**config.mk**
```make
export PLATFORM = sky130hd
export DESIGN_NAME = cll_ram
export DESIGN_NICKNAME = d
export VERILOG_FILES = /design/src/rtl/cll_ram.sv
export SDC_FILE = /design/constraint.sdc
export NUM_CORES = 1
export LEC_CHECK = 0
export ABC_CLOCK_PERIOD_IN_PS = 1600
export BUFFER_PORTS_ARGS = -buffer_cell sky130_fd_sc_hd__buf_2
export CAP_MARGIN = 25
export CORE_ASPECT_RATIO = 0.6
export CORE_MARGIN = 2
export CORE_UTILIZATION = 54
export DETAILED_ROUTE_END_ITERATION = 16
export PLACE_DENSITY = 0.79
export SYNTH_ARGS = -nofsm -noshare
export SYNTH_HDL_FRONTEND = slang
export SYNTH_SLANG_ARGS = --single-unit
```
**constraint.sdc**
```tcl
create_clock -name clk_i -period 1.6 [get_ports clk_i]
set_input_delay 0.16 -clock clk_i [delete_from_list [all_inputs] [get_ports clk_i]]
set_output_delay 0.16 -clock clk_i [all_outputs]
set_load 0.01 [all_outputs]
```
**src/rtl/cll_ram.sv**
```systemverilog
// Generic single-clock RAM: one write port, one read port, registered read.
// Read returns the stored word before a same-cycle write. No dependencies.
module cll_ram #(
  parameter int unsigned WIDTH = 8,
  parameter int unsigned DEPTH = 16
) (
  input  logic                     clk_i,
  input  logic                     we_i,
  input  logic [$clog2(DEPTH)-1:0] waddr_i,
  input  logic [WIDTH-1:0]         wdata_i,
  input  logic [$clog2(DEPTH)-1:0] raddr_i,
  output logic [WIDTH-1:0]         rdata_o
);

  logic [WIDTH-1:0] mem_q [DEPTH];
  logic [WIDTH-1:0] rdata_q;

  always_ff @(posedge clk_i) begin
    if (we_i) begin
      mem_q[waddr_i] <= wdata_i;
    end
    rdata_q <= mem_q[raddr_i];
  end

  assign rdata_o = rdata_q;

endmodule

```
# Word-level counts from Yosys, hierarchy flattened
# Memory sizes are Yosys's and may differ from the RTL's. A register that Yosys moved wholly into a read port is not among the register bits.
# Index checks and enable logic that the tools add are counted.
[totals] ff_bits=0 latch_bits=0 mem_bits_rw=128 rom_bits=0 inputBits=18 out_inout_bits=8 word_cells=3 mem_count=1
[op_classes] add_sub_neg=0 multipliers=0 n_div=0 magnitude_cmp=0 eq_ne=0 shifts=0 n_mux=2 n_bitwise=0 reduce_logical=0
[mem_list] name="mem_q" words=16 word_bits=8 read_ports=1 rd_ports_with_merged_regs=1 wr=1 line="15" rtl="logic [WIDTH-1:0] mem_q [DEPTH];"
[op_table] operator="$mux 1" n=2

# Logic depth before layout (Yosys ltp)
[logic_depth] depth_word=2 mapped_depth=5 ltp_nobuf=3

# Least setup slack after synthesis
# No wires, ideal clock.
[synth_path] path_kind="in2reg" startpoint="in waddr_i[2]" endpoint="mem mem_q[0][0] (enable)" setup_ns=0.383 arrival_ns=1.270 required_ns=1.217 setup_slack_ns=-0.053 path_stages=2 cell_sequence="or3b_2 -> nor3_1"
[synth_lines] element="start: declaration" line="9" rtl="input logic [$clog2(DEPTH)-1:0] waddr_i,"
[synth_lines] element="end: declaration" line="15"
# No word-level cell before the write port.

==> run_results.csv <==
group,metric,value,unit
power_and_ir_drop,p_sw_share,19.55,%
worst_setup_path,critical_path_class,"reg2reg",
worst_setup_path,cp-end-kind,"flop",
worst_setup_path,cp_data_required_time,1870,ps
cells_and_area,syn_to_final_growth,19.79,%
place,portBuffers,25,
cells_and_area,drive_gt1_share,31.88,%
yosys,syn_area_per_cell,22.48,um2
clock_network,numCtsBuffers,17,
status,status,"complete, no violations",
global_route,met1_usage,32.33,%
clock_network,post_cts_buffers,0,
yosys,yosys_warnings,0,
global_route,antenna_found_initial,0,
cells_and_area,finalNetCount,303,
clock_network,clock_latency,410,ps
yosys,ys_ff_latch,136,
worst_setup_path,crit_fanout,1,
drt,drtPass1Iterations,5,
die,rows,27,
sta,min_period,1397,ps
yosys,seq_area_frac_synth,77.78,%
worst_hold_path,min_to,"mem_q[8][2]$_DFFE_PP_",
drt,wl_per_cell,22.83,um
clock_network,hold_buffers,0,
sta,finalSetupTns,0,ps
drt,drc,0,
global_route,grt_use_met2,29.95,%
global_route,grt_max_degree,33,
global_route,grt.busiest_layer,"met1",
die,die_x,130.0,um
die,initial_core_util,55.81,%
cells_and_area,antennaDiodeCount,0,
global_route,grtUsageTotal,21.68,%
clock_network,clock_path_buffers,2,
power_and_ir_drop,power,8361,uW
sta,hold_viol,0,
place,gp_congestion,0.7583,
sta,rsz0062_at_grt,"no",
sta,setup_viol,0,
power_and_ir_drop,ir_drop,1136,uV
flow_run,cap_violations,0,
die,io_pins,26,
yosys,ys_types,19,
yosys,synth_nets,247,
worst_setup_path,r2r_slack,200,ps
drt,antenna_left,0,
clock_network,cts-htree-levels,4,
sta,fmax,715.8,MHz
drt,vias_per_cell,5.678,
worst_setup_path,critPathLaunchType,"flop",
yosys,syn_inst,229,
clock_network,clock-sinks,136,
clock_network,root_buffer,"clkbuf_16",
drt,drt_iter0_markers,272,
sta,hold_ws,127.1,ps
die,die_area,10350,um2
global_route,grt-ovfl-total,0,
worst_setup_path,r2r_cells,3,
worst_setup_path,r2r_start,"mem_q[7][0]$_DFFE_PP_",
sta,min_period_over_period,87.32,%
sta,fin_ws,202.9,ps
clock_network,path_clk_slew,60,ps
worst_hold_path,hold_path.class,"in2reg",
sta,max_slew_margin,50.67,%
power_and_ir_drop,switching_power,1634,uW
sta,clock_skew,8.624,ps
power_and_ir_drop,p_seq_share,48.0,%
worst_setup_path,r2r-end,"rdata_o[0]$_DFF_P_",
global_route,use_met3,6.836,%
power_and_ir_drop,p_comb_share,4.5,%
power_and_ir_drop,p_leak,0.002111,uW
global_route,grt_pass1_vias,2601,
cells_and_area,fill_cells,611,
cells_and_area,stdcell_area,6166,um2
worst_hold_path,min_path_cells,1,
sta,worst_pin_slew,737.2,ps
place,hpwl,6.250,mm
sta,drv_slew,0,
place,post-place-ws,3.172,ps
power_and_ir_drop,p_int,6726,uW
drt,vias,2430,
drt,wirelength,9.773,mm
die,core_area,9223,um2
clock_network,cts_tree,"yes",
power_and_ir_drop,p_clk_share,47.5,%
worst_hold_path,min_from,"wdata_i[2]",
place,placed_area,5557,um2
power_and_ir_drop,p_per_area,1356,nW/um2
worst_setup_path,cp.arrival,1670,ps
global_route,grt_first_pass_wirelength,15.12,mm
yosys,syn_area,5147,um2
clock_network,cts-resized-gates,0,
die,die_height,79.63,um
cells by family (layout without fill, tap and decap cells):
logic type / count (synthesis) / after routing / share of synthesized area [%]
mux: 32 / 32 / 15.02
compound gates: 16 / 16 / 2.334
simple gates: 35 / 35 / 3.184
buf+inv: 10 / 79 / 1.677
flops: 136 / 136 / 77.78
worst max-delay path, cell delays in order, from the launching register on:
cell,delay (ps)
edfxtp_1,390
mux4_1,550
a22oi_1,190
nand2_1,130
worst max-delay path by stage:
stage | startpoint | cells after the start | endpoint | slack, ps
floorplan | waddr_i[2] | 2 | mem_q[3][0]$_DFFE_PP_ | 170
global placement | raddr_i[0] | 5 | rdata_o[0]$_DFF_P_ | -8
detailed placement | raddr_i[0] | 5 | rdata_o[0]$_DFF_P_ | 3
CTS | mem_q[1][0]$_DFFE_PP_ | 3 | rdata_o[0]$_DFF_P_ | 220
global route | mem_q[6][0]$_DFFE_PP_ | 3 | rdata_o[0]$_DFF_P_ | 150
finish | mem_q[7][0]$_DFFE_PP_ | 3 | rdata_o[0]$_DFF_P_ | 200
flip-flops by register name, indices dropped and copies added (netlist names):
signal   cells
mem_q      128
rdata_o      8
cells in the mapped netlist:
library cell / number / area [um2]
mux4_2: 18 / 405.4
nor2b_1: 1 / 6.260
and2_1: 1 / 6.260
edfxtp_1: 128 / 3844
dfxtp_1: 8 / 160.2
nand2_1: 9 / 33.78
buf_2: 3 / 15.01
nand3_1: 1 / 5.000
and2b_1: 1 / 7.510
buf_4: 1 / 7.510
a22oi_1: 16 / 120.1
nor3_1: 4 / 20.02
nor2_1: 13 / 48.80
nand3b_1: 2 / 15.01
nand2b_1: 2 / 12.51
mux4_1: 14 / 367.9
or3b_2: 1 / 8.760
buf_6: 3 / 33.78
clkdlybuf4s25_2: 3 / 30.03
per-stage QoR:
step	cells	util, %
floorplan	229	-
global placement	396	60.25
detailed placement	396	60.25
CTS	428	66.86
global route	428	66.86
finish	428	66.86
layer usage:
layer	up-vias	routed length, um
met2	85	4359
met3	14	834
met4	0	184
met1	1249	4393
li1	1082	-
met5	-	0
power groups by stage:
stage	sequential [uW]	clock, uW	combinational (uW)
floorplan	4090	0	202
global placement	4080	0	368
detailed placement	4090	0	377
CTS	4010	4040	381
global route	4020	4190	411
finish	4010	3970	374
cell usage in the layout, fill, tap and decap left out:
master,instances
a22oi_1,16
and2_1,1
and2b_1,1
buf_12,3
buf_2,25
buf_4,19
bufinv_16,4
clkbuf_16,17
clkinv_1,4
clkinv_2,2
clkinv_4,1
clkinvlp_4,4
dfxtp_1,8
edfxtp_1,128
mux4_1,14
mux4_2,18
nand2_1,9
nand2b_1,2
nand3_1,1
nand3b_1,2
nor2_1,13
nor2b_1,1
nor3_1,3
nor3_2,1
or3b_2,1
cell type report:
| class | instances | area (um2) | area share (%) |
|---|---|---|---|
| Sequential cell | 136 | 4004 | 64.94 |
| Multi-Input combinational cell | 83 | 1062 | 17.23 |
| Clock inverter | 15 | 183.9 | 2.983 |
| Clock buffer | 17 | 425.4 | 6.899 |
| Tap cell | 130 | 162.7 | 2.638 |
| Timing Repair Buffer | 47 | 327.8 | 5.317 |
No activity file was read; power rests on OpenSTA's default activity.
